$ cat config.mk
export PLATFORM = sky130hd
export DESIGN_NAME = ilt_store
export DESIGN_NICKNAME = d
export VERILOG_FILES = /design/src/sv/ilt_pkg.sv /design/src/sv/ilt_store.sv
export SDC_FILE = /design/constraint.sdc
export NUM_CORES = 2
export LEC_CHECK = 0
export ABC_AREA = 1
export BUFFER_PORTS_ARGS = -buffer_cell sky130_fd_sc_hd__buf_4
export CAP_MARGIN = 20
export CORE_MARGIN = 2
export CORE_UTILIZATION = 41
export CTS_BUF_LIST = sky130_fd_sc_hd__clkbuf_8
export DETAILED_ROUTE_END_ITERATION = 7
export PLACE_DENSITY_LB_ADDON = 0.15
export SYNTH_ARGS = -nofsm -noshare
export SYNTH_HDL_FRONTEND = slang
export SYNTH_SLANG_ARGS = --single-unit
$ cat constraint.sdc
create_clock -name clk -period 16.75 [get_ports clk]
set_clock_uncertainty 0.05 [all_clocks]
set_input_delay 1.675 -clock clk [delete_from_list [all_inputs] [get_ports clk]]
set_output_delay 1.675 -clock clk [all_outputs]
set_load 0.02 [all_outputs]
$ cat src/sv/ilt_pkg.sv
`timescale 1ns / 1ps
// ----------------------------------------------------------------------------
// ilt_pkg: shared types and constants for the IP lease table
// Table depth, derived index and count widths, command and status codes,
// item structs and the store request bundle.
// ----------------------------------------------------------------------------
package ilt_pkg;

  localparam int TABLE_DEPTH = 64;
  localparam int IDX_W       = (TABLE_DEPTH > 1) ? $clog2(TABLE_DEPTH) : 1;
  localparam int COUNT_W     = $clog2(TABLE_DEPTH + 1);

  localparam int CMD_W   = 3;
  localparam int STAT_W  = 2;
  localparam int ECOUNT_W = 7;

  localparam logic [CMD_W-1:0] CMD_ADD    = 3'd0;
  localparam logic [CMD_W-1:0] CMD_FIND   = 3'd1;
  localparam logic [CMD_W-1:0] CMD_UPDATE = 3'd2;
  localparam logic [CMD_W-1:0] CMD_REMOVE = 3'd3;
  localparam logic [CMD_W-1:0] CMD_CLEAR  = 3'd4;

  localparam logic [STAT_W-1:0] ST_OK        = 2'd0;
  localparam logic [STAT_W-1:0] ST_NOT_FOUND = 2'd1;
  localparam logic [STAT_W-1:0] ST_FULL      = 2'd2;

  typedef struct packed {
    logic [CMD_W-1:0] command;
    logic [31:0]      ip_address;
    logic [31:0]      lease_time;
  } cmd_item_t;

  typedef struct packed {
    logic [STAT_W-1:0]   status;
    logic [31:0]         found_lease_time;
    logic [ECOUNT_W-1:0] entry_count;
  } rsp_item_t;

  typedef struct packed {
    logic [31:0] addr;
    logic [31:0] lease;
  } entry_t;

  typedef struct packed {
    logic             rd_en;
    logic [IDX_W-1:0] rd_idx;
    logic             wr_en;
    logic [IDX_W-1:0] wr_idx;
    entry_t           wr_data;
  } mem_req_t;

endpackage

$ cat src/sv/ilt_store.sv
`timescale 1ns / 1ps
// ----------------------------------------------------------------------------
// ilt_store: entry memory
// One write port and one registered read port over address/lease entries.
// ----------------------------------------------------------------------------
module ilt_store
  import ilt_pkg::*;
(
  input  logic     clk,
  input  mem_req_t req,
  output entry_t   rd_data
);

  entry_t mem [TABLE_DEPTH];

  always_ff @(posedge clk) begin
    if (req.wr_en) begin
      mem[req.wr_idx] <= req.wr_data;
    end
    if (req.rd_en) begin
      rd_data <= mem[req.rd_idx];
    end
  end

endmodule

After elaboration in Yosys (flattened, before gate mapping)
Memory sizes are Yosys's and may differ from the RTL's. A register that Yosys moved wholly into a read port is not among the register bits.
Cells that the tools add are included.
{"block": "op_classes", "mux": 2}
{"op": "$mux W1", "n": 2}
{"block": "totals", "ram_bits": 4096, "mem_count": 1, "out_inout_bits": 64, "register_bits": 0}
{"name": "mem", "depth": 64, "width": 64, "rd": 1, "rd_ports_with_merged_regs": 1, "wr": 1, "line": "ilt_store.sv:14", "text": "entry_t mem [TABLE_DEPTH];"}

Logic depth before layout (Yosys ltp)
{"block": "logic_depth", "depth_word": 2, "depth_mapped": 13, "mapped_depth_nobuf": 9}

Worst setup path after synthesis
Ideal clock, no wire load.
{"block": "synth_timing", "path_type": "input port to flip-flop", "startpoint": "in req[70] (netlist name)", "endpoint": "mem mem[48][0] (netlist name) (enable)", "path_slack_ps": 7743, "n_path_buf": 1, "required_ps": 16054, "path_stages": 3, "setup_time_ps": 646, "arrival_ps": 8311, "path_cell_list": "clkbuf_1 nand4_1 nor4_1"}
{"block": "synth_between", "elab_chain_len": 2}
{"item": "from (decl)", "line": "ilt_store.sv:10", "text": "input mem_req_t req,"}
{"item": "$mux W1", "line": "ilt_store.sv:17", "text": "if (req.wr_en) begin"}
{"item": "$mux W1 (implied by the code)", "line": "ilt_store.sv:18", "text": "mem[req.wr_idx] <= req.wr_data;"}
{"item": "to (decl)", "line": "ilt_store.sv:14"}
No other way between the ends.

==> flow_summary.yaml <==
sta:
  timing.fmax_mhz: 171
  setup_violations: 0
  slew_violations: 0
  hold_viol: 0
  post-route-min-period_ns: 5.84
  worstMarginPinSlew_ns: 1.31
  setup_tns_ns: 0
  rsz0062_at_grt: "false"
  period_share: 0.349
  hold_ws_ns: 0.816
  slew_headroom: 0.127
global_route:
  grt_pass1_wl_um: 794000
  grt_pass1_vias: 106000
  grtUsageTotal: 0.270
  grt_max_degree: 228
  antenna_found_initial: 49
  gr-total-overflow: 0
drt:
  wl_met1_um: 233000
  via_per_inst: 5.73
  drc: 0
  top_layer: "met5"
  vias: 112000
  drtAntennaViolNets: 0
  drtIter0Drc: 13400
  wl_um: 565000
  route.met2.wl_um: 265000
  routedWlPerCell_um: 29.0
  route.met3.wl_um: 49800
  drtPass1Iterations: 8
run:
  cap_violations: 0
power_and_ir_drop:
  powerDensity_mw_per_mm2: 113
  ir_drop_uv: 81.0
  leakage_nw: 64.5
synth:
  syn-cell-area_mm2: 0.166
  synth_cell_types: 15
  yosysSeqAreaShare: 0.753
  ys_warn_count: 0
  postSynthCellCount: 13400
  avgSynthCellArea_um2: 12.4
  synth-seq-cells: 4160
  synth_area_leaders: "edfxtp_1, nand3_1, nand2_1"
  synth_nets: 13500
  synth_top_cell_by_area: "edfxtp_1"
  netlist.area_leader.share: 0.753
clocking:
  cts_hold_buf: 0
  cts.sink_count: 4160
  cts-root-buf: "clkbuf_8"
  clk_pin_slew_ns: 0.06
  cts_tree: "yes"
  cts_buffers: 679
  post_cts_buffers: 0
  cts_buffer_depth: 4
  cts_resized: 0
  clk_latency_ns: 1.24
  htree_levels: 6
worst_setup_path:
  reg2reg_depth: 8
  critPathTopFamily: "buffers and inverters"
  timing.rr.end: "rd_data[22]$_DFFE_PP_"
  r2r-start: "mem[57][22]$_DFFE_PP_"
  cpMaxStageDelayCell: "buf_4"
  cp-start-kind: "input port"
  worst_ep_required_time_ns: 17.78
  crit_path_frequent_cell: "buf_4"
  rrSetupSlack_ns: 14.87
  cp-end-kind: "flip-flop"
  path_class: "in2reg"
  cp.arrival_ns: 6.87
  crit_path_start: "req[73]"
  cpPeakStageDelay_ns: 0.91
  cp_cell_sequence: "buf_8, buf_4, buf_4, buf_4, buf_4, buf_4, nand3_1, nand3_1, nand3_1, nand2_1, nand2_1, nand2_1"
  critPathBufInv: 6
  crit_fanout: 61
status:
  status: "finished clean"
hold_path:
  hp-start: "mem[36][36]$_DFFE_PP_"
  whs_endpoint: "rd_data[36]$_DFFE_PP_"
  hold_depth: 8
  hold_class: "reg2reg"
placement:
  port_buffers: 142
  dp_hpwl_um: 274000
  globalplace.congestion: 0.792
die:
  dieWidth_um: 640
  start_util: 0.412
  die-area_mm2: 0.410
  rows: 233
  die-height_um: 640
  core_mm2: 0.403
  pin_count: 143
finish:
  drive_gt1_frac: 0.0890
  fillCellCount: 36600
  area_growth_pct: 10.6
  fin_nets: 13700
## final cells by class
type	instances	area, µm²	share of cell area
Sequential cell	4160	125000	0.681
Multi-Input combinational cell	8336	36600	0.200
Clock buffer	691	9510	0.0518
Tap cell	5405	6760	0.0369
Timing Repair Buffer	399	3300	0.0180
Clock inverter	495	2240	0.0122
Inverter	12	103	0.000559
Antenna cell	17	42.5	0.000232
## registers in the layout (all words and copies together) (netlist names)
register  flops
mem        4096
rd_data      64
## worst register-to-register path: cells and delay by family, from the launching register on
family           cells  cell delay [ns]
DFF                  1             0.36
and+or+nand+nor      8             1.08
## routing by layer
| metal | track usage | vias up |
|---|---|---|
| li1 | - | 48400 |
| met1 | 0.375 | 57000 |
| met2 | 0.433 | 5446 |
| met3 | 0.0478 | 940 |
| met4 | 0.0836 | 16 |
| met5 | 0 | - |
## synthesized netlist by cell type
cell / number
buf_1: 72
nor4_1: 8
nand4_1: 9
edfxtp_1: 4160
inv_2: 2
buf_8: 3
buf_4: 134
nand3_1: 3847
inv_4: 2
buf_2: 501
buf_6: 40
nand2_1: 4416
clkbuf_1: 147
inv_1: 8
nor2_1: 56
## logic make-up (layout without fill, tap and decap cells)
logic type	after synthesis	in the layout	synth area share
other cells	0	17	0
simple gates	8336	8336	0.218
flops	4160	4160	0.753
buf+inv	909	1597	0.0294
## metrics by stage
step / power (mW) / setup slack [ns] / utilization / area, µm² / std cells
6_report: 20.8 / 10.91 / 0.455 / 183000 / 19500
5_1_grt: 21.5 / 10.63 / 0.455 / 183000 / 19500
4_1_cts: 20.9 / 11.19 / 0.455 / 183000 / 19500
3_5_place_dp: 13.1 / 9.86 / 0.426 / 172000 / 18300
3_3_place_gp: 13.1 / 9.89 / 0.426 / 172000 / 18300
2_1_floorplan: 12.5 / 7.74 / - / 166000 / 13400
## worst max path at each step
stage	to	slack, ns	cells after the start
after floorplan	mem[48][0]$_DFFE_PP_	7.74	3
after detailed placement	rd_data[37]$_DFFE_PP_	9.86	12
final	rd_data[39]$_DFFE_PP_	10.91	12
after CTS	rd_data[56]$_DFFE_PP_	11.19	14
after global placement	rd_data[42]$_DFFE_PP_	9.89	12
after global routing	rd_data[56]$_DFFE_PP_	10.63	14
## placed cells by master, fill, tap and decap left out, types with 5 or more instances in the layout
master,n
inv_8,10
clkinv_1,173
buf_4,375
buf_16,5
edfxtp_1,4160
nor4_2,8
inv_6,15
nand2_1,4416
clkinvlp_4,21
inv_1,234
clkinv_2,45
nor2_4,56
nand4_1,9
buf_12,13
buf_8,6
diode_2,17
clkbuf_8,691
nand3_1,3847
## power breakdown
| part | switching [mW] | internal [mW] | leakage, nW |
|---|---|---|---|
| Sequential | 0.0376 | 11.6 | 37.5 |
| Combinational | 0.974 | 0.297 | 20.2 |
| Clock | 4.07 | 3.87 | 6.81 |
| Total | 5.08 | 15.7 | 64.5 |
(Power assumes the default switching activity.)
