`src/sv/ilt_pkg.sv`:
```
`timescale 1ns / 1ps
// ----------------------------------------------------------------------------
// ilt_pkg: shared types and constants for the IP lease table
// Table depth, derived index and count widths, command and status codes,
// item structs and the store request bundle.
// ----------------------------------------------------------------------------
package ilt_pkg;

  localparam int TABLE_DEPTH = 64;
  localparam int IDX_W       = (TABLE_DEPTH > 1) ? $clog2(TABLE_DEPTH) : 1;
  localparam int COUNT_W     = $clog2(TABLE_DEPTH + 1);

  localparam int CMD_W   = 3;
  localparam int STAT_W  = 2;
  localparam int ECOUNT_W = 7;

  localparam logic [CMD_W-1:0] CMD_ADD    = 3'd0;
  localparam logic [CMD_W-1:0] CMD_FIND   = 3'd1;
  localparam logic [CMD_W-1:0] CMD_UPDATE = 3'd2;
  localparam logic [CMD_W-1:0] CMD_REMOVE = 3'd3;
  localparam logic [CMD_W-1:0] CMD_CLEAR  = 3'd4;

  localparam logic [STAT_W-1:0] ST_OK        = 2'd0;
  localparam logic [STAT_W-1:0] ST_NOT_FOUND = 2'd1;
  localparam logic [STAT_W-1:0] ST_FULL      = 2'd2;

  typedef struct packed {
    logic [CMD_W-1:0] command;
    logic [31:0]      ip_address;
    logic [31:0]      lease_time;
  } cmd_item_t;

  typedef struct packed {
    logic [STAT_W-1:0]   status;
    logic [31:0]         found_lease_time;
    logic [ECOUNT_W-1:0] entry_count;
  } rsp_item_t;

  typedef struct packed {
    logic [31:0] addr;
    logic [31:0] lease;
  } entry_t;

  typedef struct packed {
    logic             rd_en;
    logic [IDX_W-1:0] rd_idx;
    logic             wr_en;
    logic [IDX_W-1:0] wr_idx;
    entry_t           wr_data;
  } mem_req_t;

endpackage

```
`src/sv/ilt_ctrl.sv`:
```
`timescale 1ns / 1ps
// ----------------------------------------------------------------------------
// ilt_ctrl: command sequencer
// Walks the table newest-first with one shared address compare, patches
// leases in place and shifts entries down on remove.
// ----------------------------------------------------------------------------
module ilt_ctrl
  import ilt_pkg::*;
(
  input  logic      clk,
  input  logic      rst,
  input  logic      cmd_valid,
  output logic      cmd_stall,
  input  cmd_item_t cmd,
  output logic      res_valid,
  input  logic      res_ready,
  output rsp_item_t res,
  output mem_req_t  req,
  input  entry_t    rd_data
);

  typedef enum logic [1:0] {S_IDLE, S_SEARCH, S_SHIFT, S_DONE} state_t;

  state_t              state;
  logic [CMD_W-1:0]    op;
  logic [31:0]         key;
  logic [31:0]         lease;
  logic [COUNT_W-1:0]  count;
  logic [IDX_W-1:0]    idx;
  logic [STAT_W-1:0]   status;
  logic [31:0]         found;

  logic                match;
  logic                shift_last;
  logic                at_top;
  logic                full;
  logic [COUNT_W-1:0]  count_m1;

  assign match      = (rd_data.addr == key);
  assign count_m1   = count - COUNT_W'(1);
  assign shift_last = (COUNT_W'(idx) + COUNT_W'(2)) == count;
  assign at_top     = (COUNT_W'(idx) + COUNT_W'(1)) == count;
  assign full       = (count == COUNT_W'(TABLE_DEPTH));

  assign cmd_stall = (state != S_IDLE);
  assign res_valid = (state == S_DONE);
  assign res.status           = status;
  assign res.found_lease_time = found;
  assign res.entry_count      = ECOUNT_W'(count);

  always_comb begin
    req = '0;
    req.rd_idx = idx - IDX_W'(1);
    req.wr_idx = idx;
    req.wr_data = rd_data;
    unique case (state)
      S_IDLE: begin
        req.rd_en   = (count != '0);
        req.rd_idx  = count_m1[IDX_W-1:0];
        req.wr_en   = cmd_valid && (cmd.command == CMD_ADD) && !full;
        req.wr_idx  = count[IDX_W-1:0];
        req.wr_data = '{addr: cmd.ip_address, lease: cmd.lease_time};
      end
      S_SEARCH: begin
        req.rd_en = 1'b1;
        if (match && op == CMD_REMOVE) begin
          req.rd_idx = idx + IDX_W'(1);
        end
        req.wr_en   = match && (op == CMD_UPDATE);
        req.wr_data = '{addr: rd_data.addr, lease: lease};
      end
      S_SHIFT: begin
        req.wr_en  = 1'b1;
        req.rd_en  = !shift_last;
        req.rd_idx = idx + IDX_W'(2);
      end
      S_DONE: begin
      end
      default: begin
      end
    endcase
  end

  always_ff @(posedge clk) begin
    if (rst) begin
      state <= S_IDLE;
      count <= '0;
    end else begin
      unique case (state)
        S_IDLE: begin
          if (cmd_valid) begin
            op     <= cmd.command;
            key    <= cmd.ip_address;
            lease  <= cmd.lease_time;
            status <= ST_OK;
            found  <= '0;
            state  <= S_DONE;
            case (cmd.command) inside
              CMD_ADD: begin
                if (full) begin
                  status <= ST_FULL;
                end else begin
                  count <= count + COUNT_W'(1);
                end
              end
              CMD_FIND, CMD_UPDATE, CMD_REMOVE: begin
                if (count == '0) begin
                  status <= ST_NOT_FOUND;
                end else begin
                  idx   <= count_m1[IDX_W-1:0];
                  state <= S_SEARCH;
                end
              end
              CMD_CLEAR: begin
                count <= '0;
              end
              default: begin
              end
            endcase
          end
        end
        S_SEARCH: begin
          if (match) begin
            state <= S_DONE;
            case (op)
              CMD_FIND: found <= rd_data.lease;
              CMD_REMOVE: begin
                if (at_top) begin
                  count <= count_m1;
                end else begin
                  state <= S_SHIFT;
                end
              end
              default: begin
              end
            endcase
          end else if (idx == '0) begin
            status <= ST_NOT_FOUND;
            state  <= S_DONE;
          end else begin
            idx <= idx - IDX_W'(1);
          end
        end
        S_SHIFT: begin
          if (shift_last) begin
            count <= count_m1;
            state <= S_DONE;
          end else begin
            idx <= idx + IDX_W'(1);
          end
        end
        S_DONE: begin
          if (res_ready) begin
            state <= S_IDLE;
          end
        end
        default: state <= S_IDLE;
      endcase
    end
  end

`ifndef SYNTH
  a_count_bound: assert property (@(posedge clk) disable iff (rst)
    count <= COUNT_W'(TABLE_DEPTH))
    else $error("entry count above table depth");

  a_write_in_range: assert property (@(posedge clk) disable iff (rst)
    req.wr_en |-> (COUNT_W'(req.wr_idx) < count) || (state == S_IDLE && !full))
    else $error("write beyond live entries");

  a_add_grows: assert property (@(posedge clk) disable iff (rst)
    (cmd_valid && !cmd_stall && cmd.command == CMD_ADD && !full)
    |=> count == COUNT_W'($past(count) + COUNT_W'(1)))
    else $error("add did not grow the table");

  a_shift_below_count: assert property (@(posedge clk) disable iff (rst)
    (state == S_SHIFT) |-> (COUNT_W'(idx) + COUNT_W'(2)) <= count)
    else $error("shift past last entry");
`endif

endmodule

```
`config.mk`:
```
export PLATFORM = sky130hd
export DESIGN_NAME = ilt_ctrl
export DESIGN_NICKNAME = d
export VERILOG_FILES = /design/src/sv/ilt_pkg.sv /design/src/sv/ilt_ctrl.sv
export SDC_FILE = /design/constraint.sdc
export NUM_CORES = 1
export LEC_CHECK = 0
export BUFFER_PORTS_ARGS = -buffer_cell sky130_fd_sc_hd__buf_4
export CORE_AREA = 2 2 108 188
export CTS_BUF_LIST = sky130_fd_sc_hd__clkbuf_8
export DETAILED_ROUTE_END_ITERATION = 10
export DIE_AREA = 0 0 110 190
export PLACE_DENSITY_LB_ADDON = 0.08
export REMOVE_ABC_BUFFERS = 1
export SYNTH_ARGS = -nofsm -noshare
export SYNTH_HDL_FRONTEND = slang
export SYNTH_SLANG_ARGS = --single-unit
```
`constraint.sdc`:
```
create_clock -name clk -period 8.54 [get_ports clk]
set_clock_uncertainty 0.2 [all_clocks]
set_input_delay 1.708 -clock clk [delete_from_list [all_inputs] [get_ports clk]]
set_output_delay 1.708 -clock clk [all_outputs]
set_load 0.1 [all_outputs]
```
## Yosys cells after proc, flatten, opt, wreduce, memory -nomap -nowiden

Cells that the tools add are included.

- Add/subtract/negate cells: 7
- Multipliers: 0
- Divide/modulo/power cells: 0
- $lt $le $gt $ge: 0
- Eq/ne operators: 32
- Shift operators: 0
- Muxes and demuxes: 45
- Bitwise logic cells: 1
- Reduce and logical (&&, ||, !) cells: 21

Operators by type and width:

| cell | count |
|---|---|
| 64-bit one-hot mux with 2 select lines | 1 |
| 32-bit 2-to-1 mux | 3 |
| 32-bit one-hot mux with 2 select lines | 1 |
| 7-bit 2-to-1 mux | 9 |
| 6-bit 2-to-1 mux | 9 |
| 32-bit equality test | 1 |
| 2-bit 2-to-1 mux | 13 |
| 8-bit one-hot mux with 3 select lines | 1 |
| 2-bit != test (second input constant) | 11 |
| 7-bit one-hot mux with 3 select lines | 1 |
| 6-bit one-hot mux with 3 select lines | 1 |
| 9-bit AND reduction | 2 |
| 7-bit equality test | 2 |
| 3-bit by 2-bit equality test with 1-bit output (second input constant) | 4 |
| 3-bit != test (second input constant) | 4 |
| 5-bit AND reduction | 2 |
| 2-bit one-hot mux with 4 select lines | 1 |
| 6-bit by 1-bit adder with 7-bit output (second input constant) | 1 |
| 6-bit by 2-bit adder with 7-bit output (second input constant) | 1 |
| 7-bit by 1-bit adder with 7-bit output (second input constant) | 1 |
| 7-bit equality test (second input constant) | 1 |
| 7-bit zero test | 1 |
| 7-bit nonzero test | 1 |
| 7-bit by 1-bit subtractor with 7-bit output (second input constant) | 1 |
| 21 further kinds | 33 |

- Bits in registers: 116
- Bits in latches: 0
- RAM bits: 0
- Memory bits (read-only): 0
- Output and inout bits: 121
- Word-level logic and storage cells: 114
- Memories: 0

## Longest topological paths before layout

Gate-level depths: netlist (run 1).

- Word-level depth: 6
- Gate-level depth with buffers: 10
- Depth with buffers taken out: 8

## Least setup slack after synthesis (run 1)

No wires, ideal clock.

- Path type: input -> output
- Start point: input rd_data[56] (netlist name)
- End point: output req[70] (netlist name)
- Data arrival time: 4651 ps
- Path slack: 1981 ps
- Stages: 6
- Path buffers: 0
- Cells stage by stage: xor2_1 > nor4_1 > nand4_1 > or3_1 > or4b_1 > a31oi_1

RTL lines:

| what | RTL line | RTL |
|---|---|---|
| from (decl) | ilt_ctrl.sv:19 | `input entry_t rd_data` |
| to (decl) | ilt_ctrl.sv:18 | `output mem_req_t req,` |

==> metrics.md, run 1 <==
| Metric | Value |
|---|---|
| Busiest grt layer | `met2` |
| Vias | `5657` |
| Leading area contributor after synthesis | `edfxtp_1` |
| Setup Fix Bufs, Post-CTS | `0` |
| DP Area | `8540 um^2` |
| H-tree Lvls | `4` |
| Cts repair resizes | `0` |
| Cells along the critical path | `buf_4 > xor2_1 > nor4_1 > nand4_1 > or3_1 > or4b_1 > a31oi_1 > buf_4` |
| Hold Crit Class | `reg2reg` |
| CTS tree | `built` |
| Routed Antenna Nets | `0` |
| Chip width | `110 um` |
| Setup WS post-layout | `2550 ps` |
| CP Buf/Inv Count | `2` |
| CTS buffer count | `17` |
| Slowest stage cell, crit path | `or4b_1` |
| WL/cell | `20.7 um` |
| Cell area after layout | `8980 um^2` |
| PortBufs | `255` |
| Worst-Skew Late Latency | `approximately 440 ps` |
| Worst path arrival time | `4080 ps` |
| Initial antenna violation count | `0` |
| I/O pin cnt | `about 260` |
| Remaining Overflow, GRT | `0` |
| CP Capture Type | `output pin` |
| Fillers | `1844` |
| N_diodes | `0` |
| Status | `finished clean` |
| #FFs+latches synth | `116` |
| Library cells used by synthesis | `60` |
| Gate Count Post-Synth | `593` |
| Slew HR | `22.3%` |
| Synth warn | `0` |
| # hold bufs at CTS | `0` |
| Count leader, synth | `edfxtp_1` |
| DR iter-0 viols | `between 200 and 300` |
| Slew @ Worst Pin | `1160 ps` |
| Vias in the first global route | `5736` |
| Final slew viol count | `0` |
| RSZ-0062 raised after global routing | `no` |
| Final worst path period need | `5990 ps` |
| Initial Util | `33.1%` |
| Number of flops mapped to enable cells by yosys | `107` |
| 1st-pass router iterations | `5` |
| Clock Tree Buf Depth | `2` |
| Die Y | `190 um` |
| Crit path kind | `in2out` |
| Required @ worst endpoint | `6630 ps` |
| Synth area leaders | `edfxtp_1 50%, xor2_1 6.0%, nand2_1 5.1%, a22o_1 4.3%, a22oi_1 4.1%` |
| M3 GR Usage | `3.67%` |
| Met2 usage in global routing | `38.1%` |
| Max Cap Viol | `0` |
| Pre-CTS setup slack | `2530 ps` |
| GRT Total Usage | `21.4%` |
| Worst-path clk slew | `around 70 ps` |
| Met1 usage in global routing | `23.3%` |
| Largest net degree at the start of global routing | `83` |
| Layout Nets | `977` |
| Non-filler cells, final | `around 1100` |
| Worst stage delay on the critical path | `490 ps` |
| Setup TNS | `0 ps` |
| Final hold viol count | `0` |
| Clock Sinks | `about 120` |
| Drt drc | `0` |
| Die area | `around 21000 um^2` |
| Final period util | `70.2%` |
| Placed Instances | `1056` |
| Core area | `a little under 20000 um^2` |
| Syn Area/Cell | `10.9 um^2` |
| # rows | `a little under 70` |
| CP dominant cell by count | `buf_4` |
| Synthesis-to-finish area growth | `39.1%` |
| First-pass GRT wire length | `33100 um` |
| Routed WL | `between 20000 and 25000 um` |
| Root Driver | `clkbuf_8` |
| Crit start category | `input pin` |
| Share of the synthesized area in the top cell type | `49.8%` |
| DR vias/cell | `5.20` |
| CP delay by family, top | `simple AND/OR/NAND/NOR gates` |
| Sequential element share of the synthesized area | `52.5%` |
| Post-synth design cell area | `roughly 6500 um^2` |
| Share of layout cells above drive strength 1 | `36.7%` |
| Placer Congestion | `0.908` |
| Ys flop type | `edfxtp_1` |
| Ys async rst share | `0%` |
| Fmax | `167 MHz` |
| Leading cell types by count after synthesis | `107 x edfxtp_1, 88 x nand2_1, 44 x xor2_1, 35 x a22oi_1, 35 x and2_1` |
| # setup viols final | `0` |
| Max FO, Critical Path | `3` |
| DP HPWL | `16900 um` |
cell type report:
class | instances | area, um^2 | area share, %
Sequential cell | 116 | 3390 | 37.8
Clock buffer | 19 | 262 | 2.91
Multi-Input combinational cell | 419 | 2820 | 31.4
Tap cell | 245 | 307 | 3.41
Timing Repair Buffer | 261 | 1960 | 21.8
Inverter | 15 | 56.3 | 0.627
Clock inverter | 13 | 183 | 2.03
path summary, 6_finish.rpt:
path / startpoint / end / slack [ps] / cells past startpoint
max: rd_data[54] / req[70] / 2550 / 8
min: state[0] / state[0] / 340 / 1
min reg2reg: state[0] / state[0] / 340 / 1
max reg2reg: state[1] / found[11] / 4860 / 9
metal layers:
layer  wire [um]  part of all wire [%]
met1        8140                    36
met5           0                     0
met4         937                   4.2
met3        1380                   6.1
met2       12000                    54
metrics by stage:
step	util [%]	hold WS, ps
after CTS	46.1	347
after global routing	46.1	405
after floorplan	-	293
after global placement	43.8	322
after detailed placement	43.8	329
final	46.1	340
registers in the layout, indices dropped and copies added, names as in the netlist:
signal  count
found      32
idx         6
op          3
status      2
lease      32
count       7
key        32
state       2
kinds of logic after synthesis:
logic type | after synthesis | synth area share (%)
AO/OA/AOI/OAI | 149 | 17.4
AND/OR/NAND/NOR | 191 | 14.4
multiplexers | 5 | 0.833
adder cells (fa/ha/maj) | 12 | 2.33
buffers and inverters | 58 | 3.86
XOR/XNOR | 62 | 8.64
flip-flops | 116 | 52.5
placed cells by master (no fill, tap or decap), drive strengths merged, types with 5 or more instances in the layout:
cell type and instances:
nand3 11, and2 36, edfxtp 107, buf 261, xor2 45, nor3 5
dfxtp 9, a221oi 6, a22oi 35, o21ai 22, inv 18, clkbuf 19
nand2 89, nor4 12, ha 12, nor2 18, a21oi 23, a22o 32
nand4 6, xnor2 17
Power of run 1 is not shown: default switching activity piles up to over one toggle a cycle in this logic, so the estimate is an artifact.
==> run 2, diff against run 1 <==
==> constraint.sdc (replaced) <==
create_clock -name clk -period 4.97 [get_ports clk]
set_clock_uncertainty 0.2 [all_clocks]
set_input_delay 0.994 -clock clk [delete_from_list [all_inputs] [get_ports clk]]
set_output_delay 0.994 -clock clk [all_outputs]
set_load 0.1 [all_outputs]
==> run 2 against run 1 <==
Against the previous run:
- count of clock-buffer cells in the layout fell by 2
- worst hold slack better by 23 ps
- via count rose by 0.14%
- cell count is 0.18% higher
- non-clock buffer count rose by 4
- flip-flop and latch count is the same
- highest routed layer unchanged
==> metrics.md, run 2 (same netlist as run 1, synthesis figures left out) <==
| Metric | Value |
|---|---|
| Status | `finished clean` |
| Largest regs | `found x32, key x32, lease x32` |
| Commonest non-fill, non-tap cell in the layout | `buf_4` |
| Slew HR | `39.1% (+17 points)` |
| # setup viols final | `0 (unchanged)` |
| Routed Antenna Nets | `0 (unchanged)` |
| Multi-input gate area | `2820 um^2 (unchanged)` |
| Remaining Overflow, GRT | `0 (unchanged)` |
| Crit path kind | `in2out` |
| Setup WS post-layout | `422 ps (-2120 ps)` |
| R2r endpoint | `key[1]` |
| Core area | `19500 um^2 (unchanged)` |
| 1st-pass router iterations | `5 (unchanged)` |
| Die area | `20900 um^2 (unchanged)` |
| DR vias/cell | `5.20 (about the same)` |
| Largest net degree at the start of global routing | `82 (-1.2%)` |
| I/O pin cnt | `256 (unchanged)` |
| Clock Tree Buf Depth | `2 (unchanged)` |
| Final hold viol count | `0 (unchanged)` |
| Vias | `5665 (+0.14%)` |
| WL/cell | `20.5 um (-0.70%)` |
| Initial antenna violation count | `0 (unchanged)` |
| CTS tree | `built` |
| Initial Util | `33.1% (unchanged)` |
| Share of layout cells above drive strength 1 | `36.6% (-0.087 points)` |
| Setup crit end | `req[70]` |
| # hold bufs at CTS | `0 (unchanged)` |
| Routed WL | `22400 um (-0.52%)` |
| Pre-CTS setup slack | `390 ps (-2140 ps)` |
| DP HPWL | `16800 um (-0.13%)` |
| Crit. Startpoint | `rd_data[54]` |
| Required @ worst endpoint | `3780 ps (-2850 ps)` |
| Sequential cell area | `3390 um^2 (unchanged)` |
| Cts repair resizes | `0 (unchanged)` |
| RSZ-0062 raised after global routing | `no` |
| Worst path arrival time | `3350 ps (-730 ps)` |
| Fillers | `1904 (+3.3%)` |
| First-pass GRT wire length | `32900 um (-0.75%)` |
| Worst-Skew Late Latency | `430 ps (about the same)` |
| Setup TNS | `0 ps (unchanged)` |
| Die Y | `190 um (unchanged)` |
| Max Cap Viol | `0 (unchanged)` |
| PortBufs | `255 (unchanged)` |
| Max FO, Critical Path | `3 (unchanged)` |
| Root Driver | `clkbuf_8` |
| Final period util | `91.5%` |
| Fmax | `about 220 MHz` |
| # rows | `68 (unchanged)` |
| Vias in the first global route | `5708 (-0.49%)` |
| Drt drc | `0 (unchanged)` |
| CTS buffer count | `17 (unchanged)` |
| Chip width | `110 um (unchanged)` |
| GRT Total Usage | `21.1% (-0.31 points)` |
| DR iter-0 viols | `274 (-0.72%)` |
| Final worst path period need | `~4500 ps` |
| Final slew viol count | `0 (unchanged)` |
| Commonest cells after routing, fill and taps aside | `265 x buf_4, 107 x edfxtp_1, 88 x nand2_1, 44 x xor2_1` |
| Layout Nets | `981 (+0.41%)` |
| Slew @ Worst Pin | `907 ps (-248 ps)` |
| R2r setup slk | `1700 ps (-3160 ps)` |
| Worst-path clk slew | `80 ps (about the same)` |
| Placer Congestion | `0.910 (+0.23%)` |
| H-tree Lvls | `4 (unchanged)` |
| Reg2reg path depth | `5 (-4)` |
| Hold Crit Class | `reg2reg` |
| N_diodes | `0 (unchanged)` |
| CP Capture Type | `output pin` |
| Crit start category | `input pin` |
| Setup Fix Bufs, Post-CTS | `0 (unchanged)` |
| Clock Sinks | `116 (unchanged)` |
| Reg2reg start | `state[0]` |
| Synthesis-to-finish area growth | `37.8%` |
[run 2: cell count changes in the layout (fill, tap and decap cells not counted)]
cell | previous run | this run
clkinv_2 | 1 | 4
clkbuf_8 | 19 | 17
clkinv_4 | 3 | 0
clkinvlp_4 | 2 | 3
bufinv_16 | 4 | 1
buf_4 | 261 | 265
clkinv_1 | 0 | 2
[run 2: worst min-delay path by stage]
stage / start / end / cells past startpoint
after floorplan: state[0] / state[0] / 1
after global placement: state[0] / state[0] / 1
after detailed placement: state[0] / state[0] / 1
after CTS: state[0] / state[0] / 1
after global routing: state[0] / state[0] / 1
final: state[0] / state[0] / 1
[run 2: cell type report]
| type | count | area share (%) |
|---|---|---|
| repair buffers | 265 | 22.4 |
| multi-input cells | 419 | 31.7 |
| inverters | 15 | 0.633 |
| well taps | 245 | 3.44 |
| flip-flops and latches | 116 | 38.1 |
| clock inverters | 13 | 1.08 |
| clock buffers | 17 | 2.63 |
[run 2: through the flow]
step                      util [%]  hold WS [ps]  instances  instance area, um^2
final                         45.7           362       1090                 8900
after global routing          45.7           412       1090                 8900
after CTS                     45.7           350       1090                 8900
after detailed placement      44.0           333       1060                 8570
after global placement        44.0           314       1060                 8570
after floorplan                  -           293        550                 6260
[run 2: layer usage]
metal | vias up | routed length [um] | GRT usage [%]
met3 | 30 | 1320 | 3.73
li1 | 2684 | - | -
met2 | 251 | 12400 | 39.0
met4 | 0 | 531 | 8.37
met5 | - | 0 | 0
met1 | 2700 | 8170 | 23.2
[run 2: critical path, cell delays in order]
cell     delay, ps
buf_4          120
xor2_1         130
nor4_1         340
nand4_1        270
or3_1          450
or4b_1         500
a31oi_1        210
buf_4          330
Power of run 2 is left out for the same reason.
==> run 3, diff against run 2 <==
--- a/config.mk
+++ b/config.mk
@@ -11,7 +11,6 @@
 export DETAILED_ROUTE_END_ITERATION = 10
 export DIE_AREA = 0 0 110 190
 export PLACE_DENSITY_LB_ADDON = 0.08
-export REMOVE_ABC_BUFFERS = 1
 export SYNTH_ARGS = -nofsm -noshare
 export SYNTH_HDL_FRONTEND = slang
 export SYNTH_SLANG_ARGS = --single-unit
==> run 3 against run 2 <==
Against the previous run:
- via count is essentially flat
- die area is the same
- count of clock-buffer cells in the layout is the same
- critical path type unchanged
==> metrics.md, run 3 (same netlist as run 1, synthesis figures left out) <==
| Metric | Value |
|---|---|
| DR iter-0 viols | `297 (+8.4%)` |
| CTS tree | `built` |
| Initial Util | `33.1% (unchanged)` |
| Die Y | `190 um (unchanged)` |
| Slew HR | `31.1% (-7.9 points)` |
| Routed Antenna Nets | `0 (unchanged)` |
| CP Capture Type | `output pin` |
| Final period util | `93.9% (+2.4 points)` |
| H-tree Lvls | `4 (unchanged)` |
| Worst path arrival time | `3470 ps (+120 ps)` |
| Status | `finished clean` |
| Drt drc | `0 (unchanged)` |
| Setup Fix Bufs, Post-CTS | `0 (unchanged)` |
| RSZ-0062 raised after global routing | `no` |
| # setup viols final | `0 (unchanged)` |
| Final slew viol count | `0 (unchanged)` |
| Placer Congestion | `0.886 (-2.6%)` |
| Setup TNS | `0 ps (unchanged)` |
| Synth Net Count | `740` |
| Layout Nets | `979 (-0.20%)` |
| Clock Sinks | `116 (unchanged)` |
| Share of layout cells above drive strength 1 | `37.4% (+0.83 points)` |
| Max FO, Critical Path | `3 (unchanged)` |
| Crit start category | `input pin` |
| Largest regs | `found x32, key x32, lease x32` |
| Chip width | `110 um (unchanged)` |
| CTS buffer count | `17 (unchanged)` |
| Worst-path clk slew | `70 ps (about the same)` |
| Final hold viol count | `0 (unchanged)` |
| DR vias/cell | `5.19 (about the same)` |
| Remaining Overflow, GRT | `0 (unchanged)` |
| Crit path kind | `in2out` |
| Vias in the first global route | `5752 (+0.77%)` |
| Largest net degree at the start of global routing | `82 (unchanged)` |
| Commonest cells after routing, fill and taps aside | `263 x buf_4, 107 x edfxtp_1, 88 x nand2_1, 44 x xor2_1, 35 x and2_1` |
| WL/cell | `19.2 um (-6.4%)` |
| Initial antenna violation count | `0 (unchanged)` |
| 1st-pass router iterations | `5 (unchanged)` |
| Required @ worst endpoint | `3780 ps (about the same)` |
| Final worst path period need | `4670 ps (+118 ps)` |
| Die area | `20900 um^2 (unchanged)` |
| Cts repair resizes | `0 (unchanged)` |
| Clock Tree Buf Depth | `2 (unchanged)` |
| I/O pin cnt | `256 (unchanged)` |
| N_diodes | `0 (unchanged)` |
| GRT Total Usage | `20.0% (-1.1 points)` |
| # hold bufs at CTS | `0 (unchanged)` |
| Max Cap Viol | `0 (unchanged)` |
| Commonest non-fill, non-tap cell in the layout | `buf_4` |
| PortBufs | `255 (unchanged)` |
| Hold Crit Class | `reg2reg` |
| Slew @ Worst Pin | `1030 ps (+118 ps)` |
| Setup WS post-layout | `305 ps (-118 ps)` |
| Vias | `5661 (-0.071%)` |
| Core area | `19500 um^2 (unchanged)` |
| First-pass GRT wire length | `31400 um (-4.6%)` |
| Fmax | `214 MHz (-2.5%)` |
| Synthesis-to-finish area growth | `39.2%` |
| Pre-CTS setup slack | `289 ps (-102 ps)` |
| DP HPWL | `15500 um (-7.9%)` |
| Routed WL | `21000 um (-6.4%)` |
| # rows | `68 (unchanged)` |
| Worst-Skew Late Latency | `440 ps (about the same)` |
| Root Driver | `clkbuf_8` |
==> run 3: cell types whose count changed in the layout (fill, tap and decap cells not counted), moves of 2 or more <==
| cell | previous run | this run |
|---|---|---|
| a21oi_1 | 23 | 20 |
| buf_4 | 265 | 263 |
| bufinv_16 | 1 | 3 |
| a21oi_2 | 0 | 3 |
==> run 3: stage by stage <==
step | hold slack [ps] | cell area, um^2 | utilization (%) | cells
2_1_floorplan | 293 | 6480 | - | 593
3_3_place_gp | 322 | 8590 | 44.1 | 1058
3_5_place_dp | 363 | 8590 | 44.1 | 1058
4_1_cts | 379 | 8990 | 46.1 | 1090
5_1_grt | 416 | 8990 | 46.1 | 1090
6_report | 375 | 8990 | 46.1 | 1090
==> run 3: cell type report <==
cell class                      count  area (um^2)
Clock buffer                       17          234
Clock inverter                     15          164
Fill cell                        1865        10500
Inverter                           15         56.3
Multi-Input combinational cell    419         2860
Sequential cell                   116         3390
Tap cell                          245          307
Timing Repair Buffer              263         1970
==> run 3: path summary, 6_finish.rpt <==
| check | startpoint | endpoint | slack [ps] | cells after the start |
|---|---|---|---|---|
| setup / recovery | rd_data[57] | req[70] | 300 | 8 |
| hold reg to reg | state[0] | state[0] | 380 | 1 |
| hold / removal | state[0] | state[0] | 380 | 1 |
| setup reg to reg | key[11] | found[20] | 1550 | 6 |
==> run 3: worst max-delay path, stage by stage <==
cell,delay (ps)
buf_4,120
xor2_1,150
nor4_1,510
nand4_1,240
or3_1,450
or4b_1,500
a31oi_2,190
buf_4,320
==> run 3: metal layers <==
metal  track usage [%]  wire length (um)  part of all wire (%)
met1              21.8              7850                    37
met2              36.4             11400                    54
met3              4.90              1220                   5.8
met4              7.50               509                   2.4
met5                 0                 0                     0
Power of run 3 is left out for the same reason.
